--- config.mk ---
export PLATFORM = sky130hd
export DESIGN_NAME = mqtt_packet_stream_parser
export DESIGN_NICKNAME = d
export VERILOG_FILES = /design/src/rtl/mpsp_pkg.sv /design/src/rtl/mpsp_in_stage.sv /design/src/rtl/mpsp_parse.sv /design/src/rtl/mpsp_out_stage.sv /design/src/rtl/mqtt_packet_stream_parser.sv
export VERILOG_INCLUDE_DIRS = /design/src /design/src/rtl
export SDC_FILE = /design/constraint.sdc
export NUM_CORES = 1
export LEC_CHECK = 0
export BUFFER_PORTS_ARGS = -buffer_cell sky130_fd_sc_hd__clkbuf_2
export CAP_MARGIN = 10
export CORE_ASPECT_RATIO = 0.8
export CORE_MARGIN = 5
export CORE_UTILIZATION = 41
export CTS_CLUSTER_DIAMETER = 150
export DETAILED_ROUTE_END_ITERATION = 10
export PLACE_DENSITY = 0.55
export SKIP_LAST_GASP = 1
export SLEW_MARGIN = 40
export SYNTH_ARGS = -nofsm -noshare
export SYNTH_HDL_FRONTEND = slang
export SYNTH_SLANG_ARGS = --single-unit
--- constraint.sdc ---
create_clock -name clk_i -period 13 [get_ports clk_i]
set_input_delay 0.65 -clock clk_i [delete_from_list [all_inputs] [get_ports clk_i]]
set_output_delay 0.65 -clock clk_i [all_outputs]
set_load 0.05 [all_outputs]
--- src/rtl/assert_macros.svh ---
// Assertion macros used by the parse step RTL (mpsp_parse).
`ifndef ASSERT_MACROS_SVH
`define ASSERT_MACROS_SVH

// Same-cycle implication, checked on clk_i, off while rst_ni is low.
`define ASSERT_IMPL(lbl, ante, cons, msg) \
  lbl: assert property (@(posedge clk_i) disable iff (!rst_ni) (ante) |-> (cons)) \
    else $error(msg);

// Next-cycle implication, checked on clk_i, off while rst_ni is low.
`define ASSERT_NEXT(lbl, ante, cons, msg) \
  lbl: assert property (@(posedge clk_i) disable iff (!rst_ni) (ante) |=> (cons)) \
    else $error(msg);

`endif

--- src/rtl/mpsp_pkg.sv ---
// Types and constants of the MQTT control packet stream parser.
`default_nettype none
package mpsp_pkg;

  // Maximum number of remaining-length digits
  localparam int unsigned LengthDigits = 4;

  // Tag of each result
  typedef enum logic [3:0] {
    KIND_HEADER    = 4'd0,
    KIND_REMLEN    = 4'd1,
    KIND_CFLAGS    = 4'd2,
    KIND_KEEPALIVE = 4'd3,
    KIND_STRLEN    = 4'd4,
    KIND_CID       = 4'd5,
    KIND_WILLTOPIC = 4'd6,
    KIND_WILLMSG   = 4'd7,
    KIND_USER      = 4'd8,
    KIND_PASS      = 4'd9,
    KIND_TOPIC     = 4'd10,
    KIND_PKTID     = 4'd11,
    KIND_PAYLOAD   = 4'd12,
    KIND_QOS       = 4'd13,
    KIND_SKIPPED   = 4'd14,
    KIND_ERROR     = 4'd15
  } field_kind_e;

  // Control packet types that steer the body layout
  localparam logic [3:0] TypeConnect     = 4'd1;
  localparam logic [3:0] TypePublish     = 4'd3;
  localparam logic [3:0] TypePuback      = 4'd4;
  localparam logic [3:0] TypePubcomp     = 4'd7;
  localparam logic [3:0] TypeSubscribe   = 4'd8;
  localparam logic [3:0] TypeUnsubscribe = 4'd10;
  localparam logic [3:0] TypePingreq     = 4'd12;
  localparam logic [3:0] TypeDisconnect  = 4'd14;

  // Parse phases; string phases are PhStr0 + 3*group + position
  localparam logic [4:0] PhHdr     = 5'd0;
  localparam logic [4:0] PhLen     = 5'd1;
  localparam logic [4:0] PhCskip   = 5'd2;
  localparam logic [4:0] PhCflags  = 5'd3;
  localparam logic [4:0] PhKaHi    = 5'd4;
  localparam logic [4:0] PhKaLo    = 5'd5;
  localparam logic [4:0] PhStr0    = 5'd6;
  localparam logic [4:0] PhWill    = 5'd9;
  localparam logic [4:0] PhWillMsg = 5'd12;
  localparam logic [4:0] PhUser    = 5'd15;
  localparam logic [4:0] PhPass    = 5'd18;
  localparam logic [4:0] PhTopic   = 5'd21;
  localparam logic [4:0] PhStrEnd  = 5'd23;
  localparam logic [4:0] PhPidHi   = 5'd24;
  localparam logic [4:0] PhPidLo   = 5'd25;
  localparam logic [4:0] PhPayload = 5'd26;
  localparam logic [4:0] PhQos     = 5'd27;
  localparam logic [4:0] PhTrail   = 5'd28;
  localparam logic [4:0] PhSkip    = 5'd29;

  // Connect flag bits
  localparam int unsigned FlagWill = 2;
  localparam int unsigned FlagPass = 6;
  localparam int unsigned FlagUser = 7;

  // Protocol name and level bytes skipped in CONNECT
  localparam logic [2:0] ConnectSkip = 3'd7;

  // One tagged result
  typedef struct packed {
    field_kind_e kind;
    logic [27:0] value;
    logic [3:0]  pkt;
    logic        last;
    logic        bad;
  } result_t;

endpackage
`default_nettype wire

--- src/rtl/mpsp_in_stage.sv ---
// Input register of the parser: holds one byte until the parse step takes it.
`default_nettype none
module mpsp_in_stage (
  input  wire logic       clk_i,
  input  wire logic       rst_ni,
  input  wire logic       valid_i,
  output logic            ready_o,
  input  wire logic [7:0] data_i,
  input  wire logic       take_i,   // parse step consumes the held byte
  output logic            valid_o,
  output logic [7:0]      data_o
);

  logic       valid_q;
  logic [7:0] data_q;

  assign ready_o = !valid_q || take_i;
  assign valid_o = valid_q;
  assign data_o  = data_q;

  // Occupancy flag
  always_ff @(posedge clk_i or negedge rst_ni) begin
    if (!rst_ni) begin
      valid_q <= 1'b0;
    end else if (ready_o) begin
      valid_q <= valid_i;
    end
  end

  // Byte holding register
  always_ff @(posedge clk_i) begin
    if (valid_i && ready_o) begin
      data_q <= data_i;
    end
  end

endmodule
`default_nettype wire

--- src/rtl/mpsp_parse.sv ---
// Parser state and the combinational step that decodes one stream byte.
`default_nettype none
module mpsp_parse (
  input  wire logic       clk_i,
  input  wire logic       rst_ni,
  input  wire logic       step_i,   // a byte is processed this cycle
  input  wire logic [7:0] byte_i,
  output logic            res_valid_o,
  output mpsp_pkg::result_t res_o
);

  `include "assert_macros.svh"

  logic [4:0]  phase_q, phase_d;
  logic [3:0]  type_q, type_d;
  logic [1:0]  qos_q, qos_d;
  logic [7:0]  cflags_q, cflags_d;
  logic [27:0] rem_q, rem_d;
  logic [27:0] acc_q, acc_d;
  logic [2:0]  cnt_q, cnt_d;
  logic [15:0] word_q, word_d;
  logic [15:0] strl_q, strl_d;
  logic [2:0]  skip_q, skip_d;

  // Phase from the password field on: password if flagged, else trailing bytes
  function automatic logic [4:0] from_pass(input logic [7:0] fl);
    return fl[mpsp_pkg::FlagPass] ? mpsp_pkg::PhPass : mpsp_pkg::PhTrail;
  endfunction

  // Phase from the user name field on: user name if flagged, else as from_pass
  function automatic logic [4:0] from_user(input logic [7:0] fl);
    return fl[mpsp_pkg::FlagUser] ? mpsp_pkg::PhUser : from_pass(fl);
  endfunction

  // Phase that follows a finished string of the given group
  function automatic logic [4:0] after_string(input logic [2:0] g, input logic [3:0] ty,
                                              input logic [1:0] qs, input logic [7:0] fl);
    logic [4:0] nx;
    unique case (g)
      3'd0: nx = fl[mpsp_pkg::FlagWill] ? mpsp_pkg::PhWill : from_user(fl);
      3'd1: nx = mpsp_pkg::PhWillMsg;
      3'd2: nx = from_user(fl);
      3'd3: nx = from_pass(fl);
      3'd4: nx = mpsp_pkg::PhTrail;
      default: begin
        if (ty == mpsp_pkg::TypePublish) begin
          nx = (qs != 2'd0) ? mpsp_pkg::PhPidHi : mpsp_pkg::PhPayload;
        end else if (ty == mpsp_pkg::TypeSubscribe) begin
          nx = mpsp_pkg::PhQos;
        end else begin
          nx = mpsp_pkg::PhTopic;
        end
      end
    endcase
    return nx;
  endfunction

  // Phases at which the packet may legally end
  function automatic logic ok_end(input logic [4:0] ph, input logic [3:0] ty);
    return (ph == mpsp_pkg::PhTrail) || (ph == mpsp_pkg::PhSkip) ||
           (ph == mpsp_pkg::PhPayload) ||
           ((ph == mpsp_pkg::PhTopic) &&
            ((ty == mpsp_pkg::TypeSubscribe) || (ty == mpsp_pkg::TypeUnsubscribe)));
  endfunction

  // First body phase of a packet type
  function automatic logic [4:0] body_start(input logic [3:0] ty);
    logic [4:0] nx;
    if (ty == mpsp_pkg::TypeConnect) begin
      nx = mpsp_pkg::PhCskip;
    end else if (ty == mpsp_pkg::TypePublish) begin
      nx = mpsp_pkg::PhTopic;
    end else if ((ty >= mpsp_pkg::TypePuback && ty <= mpsp_pkg::TypePubcomp) ||
                 ty == mpsp_pkg::TypeSubscribe || ty == mpsp_pkg::TypeUnsubscribe) begin
      nx = mpsp_pkg::PhPidHi;
    end else if (ty >= mpsp_pkg::TypePingreq && ty <= mpsp_pkg::TypeDisconnect) begin
      nx = mpsp_pkg::PhTrail;
    end else begin
      nx = mpsp_pkg::PhSkip;
    end
    return nx;
  endfunction

  // Step logic
  logic [1:0]  dcnt;
  logic [2:0]  dcnt_inc;
  logic [27:0] digit;
  logic [27:0] acc_new;
  logic [4:0]  start_ph;
  logic [4:0]  off, pos_w;
  logic [2:0]  grp;
  logic [1:0]  pos;
  logic        is_last;
  logic        have;
  logic        mal;
  logic [4:0]  nx;
  logic [15:0] wnew;
  logic [15:0] sdec;
  logic [2:0]  kdec;
  mpsp_pkg::field_kind_e kind;
  logic [27:0] val;

  always_comb begin
    phase_d  = phase_q;
    type_d   = type_q;
    qos_d    = qos_q;
    cflags_d = cflags_q;
    rem_d    = rem_q;
    acc_d    = acc_q;
    cnt_d    = cnt_q;
    word_d   = word_q;
    strl_d   = strl_q;
    skip_d   = skip_q;
    res_valid_o = 1'b0;
    res_o.kind  = mpsp_pkg::KIND_ERROR;
    res_o.value = 28'd0;
    res_o.pkt   = type_q;
    res_o.last  = 1'b0;
    res_o.bad   = 1'b0;

    // Remaining-length digit placement
    dcnt     = (cnt_q > 3'd3) ? 2'd3 : cnt_q[1:0];
    dcnt_inc = {1'b0, dcnt} + 3'd1;
    unique case (dcnt)
      2'd0: digit = {21'd0, byte_i[6:0]};
      2'd1: digit = {14'd0, byte_i[6:0], 7'd0};
      2'd2: digit = {7'd0, byte_i[6:0], 14'd0};
      default: digit = {byte_i[6:0], 21'd0};
    endcase
    acc_new  = acc_q | digit;
    start_ph = body_start(type_q);

    // String phase split into group and position
    off = phase_q - mpsp_pkg::PhStr0;
    if (off >= 5'd15) grp = 3'd5;
    else if (off >= 5'd12) grp = 3'd4;
    else if (off >= 5'd9) grp = 3'd3;
    else if (off >= 5'd6) grp = 3'd2;
    else if (off >= 5'd3) grp = 3'd1;
    else grp = 3'd0;
    pos_w = off - {1'b0, grp, 1'b0} - {2'd0, grp};
    pos   = pos_w[1:0];

    is_last = (rem_q <= 28'd1);
    have    = 1'b0;
    mal     = 1'b0;
    nx      = phase_q;
    kind    = mpsp_pkg::KIND_ERROR;
    val     = 28'd0;
    wnew    = word_q | {8'd0, byte_i};
    sdec    = (strl_q != 16'd0) ? strl_q - 16'd1 : strl_q;
    kdec    = (skip_q != 3'd0) ? skip_q - 3'd1 : skip_q;

    if (step_i) begin
      if (phase_q == mpsp_pkg::PhHdr || phase_q > mpsp_pkg::PhSkip) begin
        // Fixed header byte
        type_d  = byte_i[7:4];
        qos_d   = byte_i[2:1];
        acc_d   = 28'd0;
        cnt_d   = 3'd0;
        phase_d = mpsp_pkg::PhLen;
        res_valid_o = 1'b1;
        res_o.kind  = mpsp_pkg::KIND_HEADER;
        res_o.value = {20'd0, byte_i};
        res_o.pkt   = byte_i[7:4];
      end else if (phase_q == mpsp_pkg::PhLen) begin
        // Remaining-length digit
        acc_d = acc_new;
        cnt_d = dcnt_inc;
        if (byte_i[7]) begin
          if (dcnt_inc >= 3'(mpsp_pkg::LengthDigits)) begin
            phase_d = mpsp_pkg::PhHdr;
            res_valid_o = 1'b1;
            res_o.kind  = mpsp_pkg::KIND_ERROR;
            res_o.value = acc_new;
            res_o.last  = 1'b1;
            res_o.bad   = 1'b1;
          end
        end else begin
          rem_d = acc_new;
          if (type_q == mpsp_pkg::TypeConnect) begin
            skip_d = mpsp_pkg::ConnectSkip;
          end
          res_valid_o = 1'b1;
          res_o.kind  = mpsp_pkg::KIND_REMLEN;
          res_o.value = acc_new;
          if (acc_new == 28'd0) begin
            phase_d    = mpsp_pkg::PhHdr;
            res_o.last = 1'b1;
            res_o.bad  = !ok_end(start_ph, type_q);
          end else begin
            phase_d = start_ph;
          end
        end
      end else begin
        // Body byte
        rem_d = is_last ? 28'd0 : rem_q - 28'd1;
        if (phase_q >= mpsp_pkg::PhStr0 && phase_q <= mpsp_pkg::PhStrEnd) begin
          unique case (pos)
            2'd0: begin
              word_d = {byte_i, 8'd0};
              nx     = phase_q + 5'd1;
            end
            2'd1: begin
              word_d = wnew;
              strl_d = wnew;
              have   = 1'b1;
              kind   = mpsp_pkg::KIND_STRLEN;
              val    = {12'd0, wnew};
              nx     = (wnew != 16'd0) ? phase_q + 5'd1
                                       : after_string(grp, type_q, qos_q, cflags_q);
            end
            default: begin
              have   = 1'b1;
              kind   = mpsp_pkg::field_kind_e'(4'(grp) + mpsp_pkg::KIND_CID);
              val    = {20'd0, byte_i};
              strl_d = sdec;
              if (sdec == 16'd0) begin
                nx = after_string(grp, type_q, qos_q, cflags_q);
              end
            end
          endcase
        end else begin
          unique case (phase_q)
            mpsp_pkg::PhCskip: begin
              skip_d = kdec;
              if (kdec == 3'd0) nx = mpsp_pkg::PhCflags;
            end
            mpsp_pkg::PhCflags: begin
              cflags_d = byte_i;
              have     = 1'b1;
              kind     = mpsp_pkg::KIND_CFLAGS;
              val      = {20'd0, byte_i};
              nx       = mpsp_pkg::PhKaHi;
            end
            mpsp_pkg::PhKaHi, mpsp_pkg::PhPidHi: begin
              word_d = {byte_i, 8'd0};
              nx     = phase_q + 5'd1;
            end
            mpsp_pkg::PhKaLo: begin
              word_d = wnew;
              have   = 1'b1;
              kind   = mpsp_pkg::KIND_KEEPALIVE;
              val    = {12'd0, wnew};
              nx     = mpsp_pkg::PhStr0;
            end
            mpsp_pkg::PhPidLo: begin
              word_d = wnew;
              have   = 1'b1;
              kind   = mpsp_pkg::KIND_PKTID;
              val    = {12'd0, wnew};
              if (type_q == mpsp_pkg::TypePublish) begin
                nx = mpsp_pkg::PhPayload;
              end else if (type_q == mpsp_pkg::TypeSubscribe ||
                           type_q == mpsp_pkg::TypeUnsubscribe) begin
                nx = mpsp_pkg::PhTopic;
              end else begin
                nx = mpsp_pkg::PhTrail;
              end
            end
            mpsp_pkg::PhPayload: begin
              have = 1'b1;
              kind = mpsp_pkg::KIND_PAYLOAD;
              val  = {20'd0, byte_i};
            end
            mpsp_pkg::PhQos: begin
              have = 1'b1;
              kind = mpsp_pkg::KIND_QOS;
              val  = {20'd0, byte_i};
              nx   = mpsp_pkg::PhTopic;
            end
            mpsp_pkg::PhTrail: begin
              have = 1'b1;
              kind = mpsp_pkg::KIND_SKIPPED;
              val  = {20'd0, byte_i};
              mal  = 1'b1;
            end
            default: begin
              have = 1'b1;
              kind = mpsp_pkg::KIND_SKIPPED;
              val  = {20'd0, byte_i};
            end
          endcase
        end

        // Close the packet on its last body byte
        if (is_last) begin
          phase_d     = mpsp_pkg::PhHdr;
          res_valid_o = 1'b1;
          res_o.kind  = have ? kind : mpsp_pkg::KIND_ERROR;
          res_o.value = have ? val : 28'd0;
          res_o.last  = 1'b1;
          res_o.bad   = mal || !ok_end(nx, type_q);
        end else begin
          phase_d     = nx;
          res_valid_o = have;
          res_o.kind  = kind;
          res_o.value = val;
          res_o.bad   = mal;
        end
      end
    end
  end

  // Parser state
  always_ff @(posedge clk_i or negedge rst_ni) begin
    if (!rst_ni) begin
      phase_q  <= mpsp_pkg::PhHdr;
      type_q   <= 4'd0;
      qos_q    <= 2'd0;
      cflags_q <= 8'd0;
      rem_q    <= 28'd0;
      acc_q    <= 28'd0;
      cnt_q    <= 3'd0;
      word_q   <= 16'd0;
      strl_q   <= 16'd0;
      skip_q   <= 3'd0;
    end else begin
      phase_q  <= phase_d;
      type_q   <= type_d;
      qos_q    <= qos_d;
      cflags_q <= cflags_d;
      rem_q    <= rem_d;
      acc_q    <= acc_d;
      cnt_q    <= cnt_d;
      word_q   <= word_d;
      strl_q   <= strl_d;
      skip_q   <= skip_d;
    end
  end

  // A header byte always leads into the length phase
  `ASSERT_NEXT(a_hdr_to_len, step_i && phase_q == mpsp_pkg::PhHdr, phase_q == mpsp_pkg::PhLen, "header byte did not start length decode")
  // A closing result always returns to header hunting
  `ASSERT_NEXT(a_end_to_hdr, step_i && res_valid_o && res_o.last, phase_q == mpsp_pkg::PhHdr, "packet end did not rearm header")
  // Length digit counter stays within the digit limit
  `ASSERT_IMPL(a_cnt_range, 1'b1, cnt_q <= 3'(mpsp_pkg::LengthDigits), "length digit count out of range")
  // An error result is only ever final
  `ASSERT_IMPL(a_err_final, step_i && res_valid_o && res_o.kind == mpsp_pkg::KIND_ERROR, res_o.last, "error result not closing packet")

endmodule
`default_nettype wire

--- src/rtl/mpsp_out_stage.sv ---
// Result register of the parser: holds one tagged result until taken.
`default_nettype none
module mpsp_out_stage (
  input  wire logic              clk_i,
  input  wire logic              rst_ni,
  input  wire logic              load_i,   // step produced a result
  input  wire mpsp_pkg::result_t res_i,
  output logic                   free_o,   // register may take a new result
  output logic                   valid_o,
  input  wire logic              ready_i,
  output mpsp_pkg::result_t      res_o
);

  logic              valid_q;
  mpsp_pkg::result_t res_q;

  assign free_o  = !valid_q || ready_i;
  assign valid_o = valid_q;
  assign res_o   = res_q;

  // Occupancy flag
  always_ff @(posedge clk_i or negedge rst_ni) begin
    if (!rst_ni) begin
      valid_q <= 1'b0;
    end else if (free_o) begin
      valid_q <= load_i;
    end
  end

  // Result holding register
  always_ff @(posedge clk_i) begin
    if (free_o && load_i) begin
      res_q <= res_i;
    end
  end

endmodule
`default_nettype wire

--- src/rtl/mqtt_packet_stream_parser.sv ---
// An accepted byte is held in the input register, then its result in the result register.
// Throughput: one byte per cycle; the parse step is combinational between the
//   input register and the result register, and stalls only on result backpressure.
// Bytes that complete no field are consumed without a result.
// Reset (rst_ni low, asynchronous) empties both registers and rearms header search.
`default_nettype none
module mqtt_packet_stream_parser (
  input  wire logic        clk_i,
  input  wire logic        rst_ni,
  input  wire logic        s_axis_tvalid,
  output logic             s_axis_tready,
  input  wire logic [7:0]  s_axis_tdata,   // [7:0] in_byte
  output logic             m_axis_tvalid,
  input  wire logic        m_axis_tready,
  output logic [31:0]      m_axis_tdata,   // [27:0] field_value, [31:28] zero
  output logic [8:0]       m_axis_tuser,   // [3:0] field_kind, [7:4] packet_kind, [8] malformed
  output logic             m_axis_tlast    // packet_end
);

  logic              in_valid;
  logic [7:0]        in_byte;
  logic              out_free;
  logic              step;
  logic              res_valid;
  mpsp_pkg::result_t res;
  mpsp_pkg::result_t out_res;

  // Step whenever a byte is held and the result register can take a result
  assign step = in_valid && out_free;

  mpsp_in_stage u_in (
    .clk_i   (clk_i),
    .rst_ni  (rst_ni),
    .valid_i (s_axis_tvalid),
    .ready_o (s_axis_tready),
    .data_i  (s_axis_tdata),
    .take_i  (step),
    .valid_o (in_valid),
    .data_o  (in_byte)
  );

  mpsp_parse u_parse (
    .clk_i       (clk_i),
    .rst_ni      (rst_ni),
    .step_i      (step),
    .byte_i      (in_byte),
    .res_valid_o (res_valid),
    .res_o       (res)
  );

  mpsp_out_stage u_out (
    .clk_i   (clk_i),
    .rst_ni  (rst_ni),
    .load_i  (res_valid),
    .res_i   (res),
    .free_o  (out_free),
    .valid_o (m_axis_tvalid),
    .ready_i (m_axis_tready),
    .res_o   (out_res)
  );

  // Pack the result onto the master side
  assign m_axis_tdata = {4'd0, out_res.value};
  assign m_axis_tuser = {out_res.bad, out_res.pkt, out_res.kind};
  assign m_axis_tlast = out_res.last;

endmodule
`default_nettype wire
# Yosys cells after proc, flatten, opt, wreduce, memory -nomap -nowiden
# Index checks and enable logic that the tools add are counted.
# word_totals
latchBits,0
elab_cells,227
inputBits,12
regBits,161
n_memories,0
out_inout_bits,44
mem_bits_ro,0
mem_bits_rw,0
# op_classes
n_bitwise,7
mux,92
n_shift,0
mul,0
magnitude_cmp,15
eq_ne,34
n_div,0
n_reduce_logical,51
add_sub_neg,9
# op_table
cell,n
2-to-1 mux 28 bit,8
case mux 16 bit (2 select lines),5
2-to-1 mux 32 bit,4
2-to-1 mux 5 bit,20
case mux 28 bit (3 select lines),1
equality test 5 bit (second input constant),13
2-to-1 mux 3 bit,12
2-to-1 mux 16 bit,2
nonzero test 16 bit,2
case mux 5 bit (6 select lines),1
less-or-equal comparator 28 x 1 -> 1 bit (second input constant),1
zero test 28 bit,1
OR 28 bit,1
subtractor 28 x 1 -> 28 bit (second input constant),1
case mux 5 bit (5 select lines),1
2-to-1 mux 4 bit,6
case mux 4 bit (6 select lines),1
2-to-1 mux 1 bit,21
zero test 16 bit,1
OR 16 x 8 -> 16 bit,1
subtractor 16 x 1 -> 16 bit (second input constant),1
>= comparator 5 x 4 -> 1 bit (second input constant),3
AND reduction 5 bit,3
2-to-1 mux 2 bit,7
48 further kinds,91

# Logic depth before layout (Yosys ltp)
# logic_depth
depth_word,25
depth_mapped,21

# By module
# A second synthesis with hierarchy kept.
# unflattened
hier_cells,1103
area_unflattened_um2,9542.9
# modules_own_cells
module,area_per_inst_um2,n_inst,cells_per_inst
mpsp_parse,8013.9,1,1043
mpsp_out_stage,1194.9,1,42
mpsp_in_stage,294.0,1,12
mqtt_packet_stream_parser,40.0,1,6

# Worst setup path before layout
# No wires, ideal clock.
# synth_timing
path_kind,register to register
startpoint,register u_parse.phase_q[2]
endpoint,"register u_out.res_q (netlist bit u_out.res_o[0]), enable pin"
required_ns,12.566
path_buffers,2
t_arrival_ns,5.153
path_slack_ns,7.414
path_stages_with_launch,16
synth_period_minus_slack_ns,5.586
path_cell_list,dfrtp_1 clkbuf_1 inv_1 ha_1 clkbuf_1 a211oi_1 o311ai_0 ha_1 inv_1 ha_1 nor2_1 xnor2_1 o21ai_0 nand2_1 nor2_1 nor2_1
# synth_via
elab_chain_cells,20
elab_cells_between_ends,36
cone_classes,3 x add/sub; 8 x order compare; 4 x eq/ne; 15 x mux; 6 x reduce/logical
# synth_lines
item,line,source
start: declaration,mpsp_parse.sv:14,"logic [4:0] phase_q, phase_d;"
start signal: assignment,mpsp_parse.sv:308,phase_q <= mpsp_pkg::PhHdr;
start signal: assignment,mpsp_parse.sv:319,phase_q <= phase_d;
subtractor 5 x 3 -> 5 bit,mpsp_parse.sv:134,off = phase_q - mpsp_pkg::PhStr0;
>= comparator 5 x 2 -> 1 bit,mpsp_parse.sv:139,else if (off >= 5'd3) grp = 3'd1;
2-to-1 mux 1 bit,mpsp_parse.sv:139,
2-to-1 mux 3 bit,mpsp_parse.sv:138,else if (off >= 5'd6) grp = 3'd2;
2-to-1 mux 3 bit,mpsp_parse.sv:137,else if (off >= 5'd9) grp = 3'd3;
2-to-1 mux 3 bit,mpsp_parse.sv:136,else if (off >= 5'd12) grp = 3'd4;
2-to-1 mux 3 bit,mpsp_parse.sv:135,if (off >= 5'd15) grp = 3'd5;
subtractor 2 bit (2 in a row),mpsp_parse.sv:141,"pos_w = off - {1'b0, grp, 1'b0} - {2'd0, grp};"
[... 3 more ...],--,
2-to-1 mux 1 bit,mpsp_parse.sv:166,end else if (phase_q == mpsp_pkg::PhLen) begin
2-to-1 mux 1 bit,mpsp_parse.sv:155,if (phase_q == mpsp_pkg::PhHdr || phase_q > mpsp_pkg::PhSkip) begin
2-to-1 mux 1 bit,mpsp_parse.sv:154,if (step_i) begin
2-to-1 mux 1 bit,mpsp_parse.sv:287,if (is_last) begin
2-to-1 mux 1 bit,mpsp_parse.sv:166,
2-to-1 mux 1 bit (*),mpsp_parse.sv:155,
2-to-1 mux 1 bit (*),mpsp_parse.sv:154,
logical AND 1 bit (*),mpsp_out_stage.sv:32,if (free_o && load_i) begin
end signal: assignment,mpsp_out_stage.sv:33,res_q <= res_i;
end: declaration,mpsp_out_stage.sv:15,mpsp_pkg::result_t res_q;
# Mark *: on every way between the ends. The rest lies on a longest branch, timed or not. The select of a mux whose other input is x is not followed.
# A chain may end at the register's enable or synchronous reset.

# Final worst setup path
# layout_timing
startpoint,register u_parse.phase_q[2]
endpoint,"register u_out.res_q (netlist bit u_out.res_o[6]), data pin"
# layout_via
elab_chain_cells,19
elab_cells_between_ends,42
cone_classes,3 x add/sub; 8 x order compare; 7 x eq/ne; 18 x mux; 6 x reduce/logical
# layout_lines
item,line,source
subtractor 5 x 3 -> 5 bit,mpsp_parse.sv:134,
>= comparator 5 x 2 -> 1 bit,mpsp_parse.sv:139,
2-to-1 mux 1 bit,mpsp_parse.sv:139,
2-to-1 mux 3 bit,mpsp_parse.sv:138,
2-to-1 mux 3 bit,mpsp_parse.sv:137,
2-to-1 mux 3 bit,mpsp_parse.sv:136,
2-to-1 mux 3 bit,mpsp_parse.sv:135,
subtractor 2 bit (2 in a row),mpsp_parse.sv:141,
[... 2 more ...],--,
2-to-1 mux 1 bit,mpsp_parse.sv:198,if (phase_q >= mpsp_pkg::PhStr0 && phase_q <= mpsp_pkg::PhStrEnd) begin
2-to-1 mux 1 bit,mpsp_parse.sv:166,
2-to-1 mux 1 bit,mpsp_parse.sv:155,
2-to-1 mux 1 bit,mpsp_parse.sv:154,
2-to-1 mux 28 bit,mpsp_parse.sv:291,res_o.value = have ? val : 28'd0;
2-to-1 mux 32 bit,mpsp_parse.sv:287,
2-to-1 mux 32 bit,mpsp_parse.sv:166,
2-to-1 mux 32 bit (*),mpsp_parse.sv:155,
# Marked as above.

==> flow_summary.json <==
{
  "worst_pin_slew_ps": 876.5,
  "final.setup.worst_slack_ps": 7259,
  "die_w_um": 180.3,
  "diodes": 0,
  "critPathKind": "reg2reg",
  "postSynthAreaPerCell_sq_um": 8.791,
  "yosys.area_share.adder_pct": 3.683,
  "synth_cell_types": 79,
  "htreeDepth": 4,
  "final_common_cell": "nor2_1",
  "grt_pass1_wl_mm": 47.85,
  "design.core.area_sq_um": 22680,
  "dpl.hpwl_mm": 21.31,
  "area_growth_pct": 11.00,
  "pin_count": 56,
  "grt_usage_pct": 22.69,
  "grt_max_degree": 72,
  "crit_top_cell": "ha_1",
  "busiest_layer": "met1",
  "ys_seq_area_share_pct": 43.46,
  "cp.required_ps": 13280,
  "rsz0062_at_grt": "false",
  "synth_xor_area_share_pct": 1.105,
  "critPathMaxStageDelay_ps": 680,
  "finalCriticalPeriod_ps": 5741,
  "met2_usage_pct": 29.86,
  "antenna_found_initial": 0,
  "cts_tree": "built",
  "clk_pin_slew_ps": 70,
  "drt-initial-drc-count": 1172,
  "wire_per_inst_um": 21.31,
  "post_cts_buffers": 0,
  "synthSimpleGateAreaFrac_pct": 19.48,
  "clock-sinks": 156,
  "setup_violations": 0,
  "endpoint_kind": "flop",
  "critPathBufInv": 2,
  "die_h_um": 146.2,
  "grt_pass1_vias": 8011,
  "clkLatencyLatePin_ps": 440,
  "fin_skew_ps": 10.98,
  "drt.antenna.violating_nets": 0,
  "layout-drive-gt1-share_pct": 12.16,
  "numCtsBuffers": 17,
  "design_area_sq_um": 10560,
  "rr_startpoint": "u_parse.phase_q[2]",
  "postLayoutCoreUtil_pct": 46.54,
  "rows": 49,
  "wirelength_mm": 30.18,
  "die_area_sq_um": 26360,
  "crit_start": "u_parse.phase_q[2]",
  "synth-seq-cells": 156,
  "final_nets": 1137,
  "cap_violations": 0,
  "dr.pass1.iters": 6,
  "layout_common_cells": "nor2_1 (118), o21ai_0 (117), dfrtp_1 (110)",
  "synthArstFlopShare_pct": 70.51,
  "path_delay_family": "simple AND/OR/NAND/NOR gates",
  "fillers": 2201,
  "dpl_cell_area_sq_um": 9992,
  "crit_chain": "inv_1 > ha_1 > nor3b_1 > a21oi_1 > o21ai_0 > o311ai_1 > ha_1 > inv_1 > ha_1 > nor2_1 > xor2_1 > and2_2 > nand2_1 > o21ai_1 > nor2b_1 > a21oi_1 > o22ai_1",
  "start_util_pct": 41.93,
  "ys.flop_type": "dfrtp_1",
  "synth-compound-area-share_pct": 25.60,
  "synth_top_family_by_area": "compound AO/OA/AOI/OAI gates",
  "final_max_slew_viol_count": 0,
  "hold_buffers": 0,
  "synthMuxAreaShare_pct": 2.223,
  "grtUsageMet3_pct": 5.223,
  "hold_viol_final": 0,
  "drc": 0,
  "vias": 8785,
  "status": "completed",
  "slowest_stage": "dfrtp_1",
  "cp.arrival_ps": 6020,
  "via_per_inst": 6.204,
  "gp_congestion": 0.9417,
  "period_share_pct": 44.16,
  "synth_cells": 1082,
  "finalSetupTns_ps": 0,
  "critPathMaxFanout": 23,
  "pre_cts_ws_ps": 7119,
  "max_slew_margin_pct": 40.06,
  "start_kind": "flop",
  "clock_path_buffers": 2,
  "port_buffers": 51,
  "root_buffer": "clkbuf_16",
  "cts_resized": 0,
  "syn_area_sq_um": 9512,
  "max_freq_mhz": 174.2,
  "grt-ovfl-total": 0,
  "hold_path.class": "in2async",
  "yosys_warnings": 0,
  "synth_edf_count": 46,
  "grt_util_met1_pct": 36.80
}
## cell usage after synthesis (21+ instances only)
cell type  instances  area share [%]
a21oi_1           99             5.2
inv_1             33             1.3
ha_1              28             3.7
edfxtp_1          46              15
nand2_1           98             3.9
nor3_1            36             1.9
o21ai_0          117             6.2
dfrtp_1          110              29
clkbuf_1          63             2.5
a22o_1            24             2.2
a31oi_1           21             1.4
nor2_1           119             4.7
nand3_1           24             1.3
## kinds of logic after synthesis
family | count (synthesis)
flip-flops | 156
multiplexers | 19
buffers and inverters | 105
other | 1
XOR/XNOR | 12
adder cells (fa/ha/maj) | 28
AO/OA/AOI/OAI | 381
AND/OR/NAND/NOR | 380
## final timing paths
kind                            depth (start not counted)           endpoint  slack, ps
worst max register to register                         17     u_out.res_o[6]       7260
worst max-delay path                                   17     u_out.res_o[6]       7260
min in group clk_i                                      1     u_in.data_o[7]        390
worst min-delay path                                    1  u_parse.strl_q[0]        200
max in group asynchronous                               2  u_parse.type_q[3]      11720
worst min register to register                          2  u_parse.acc_q[26]        480
## state kept, by name, summed over array words and instances, names as in the netlist
name              cells
u_parse.word_q       16
u_parse.cnt_q         3
u_parse.rem_q        28
u_out.res_o          38
u_in.valid_o          1
u_parse.phase_q       5
u_parse.cflags_q      3
u_parse.strl_q       16
u_parse.qos_q         2
u_parse.type_q        4
u_out.valid_o         1
u_parse.acc_q        28
u_in.data_o           8
u_parse.skip_q        3
## final cells by class
class / count / area, sq um / share of cell area [%]
Clock buffer: 20 / 436.7 / 4.136
Clock inverter: 12 / 122.6 / 1.161
Inverter: 34 / 127.6 / 1.209
Multi-Input combinational cell: 824 / 4995 / 47.31
Sequential cell: 156 / 4134 / 39.16
Tap cell: 306 / 382.9 / 3.626
Timing Repair Buffer: 64 / 359.1 / 3.401
## through the flow
step / std cells / hold WS [ps]
global placement: 1384 / 462.2
finish: 1416 / 201.5
global route: 1416 / 243.9
CTS: 1416 / 206.9
floorplan: 1085 / 354.4
detailed placement: 1384 / 471.4
## layer usage
layer,routed length (um),vias to the layer above
met2,11860,396
met5,0,-
met4,520,0
met3,2695,37
li1,-,4047
met1,15100,4305
Power is not shown: default switching activity piles up to over one toggle a cycle in this logic, so the estimate is an artifact.
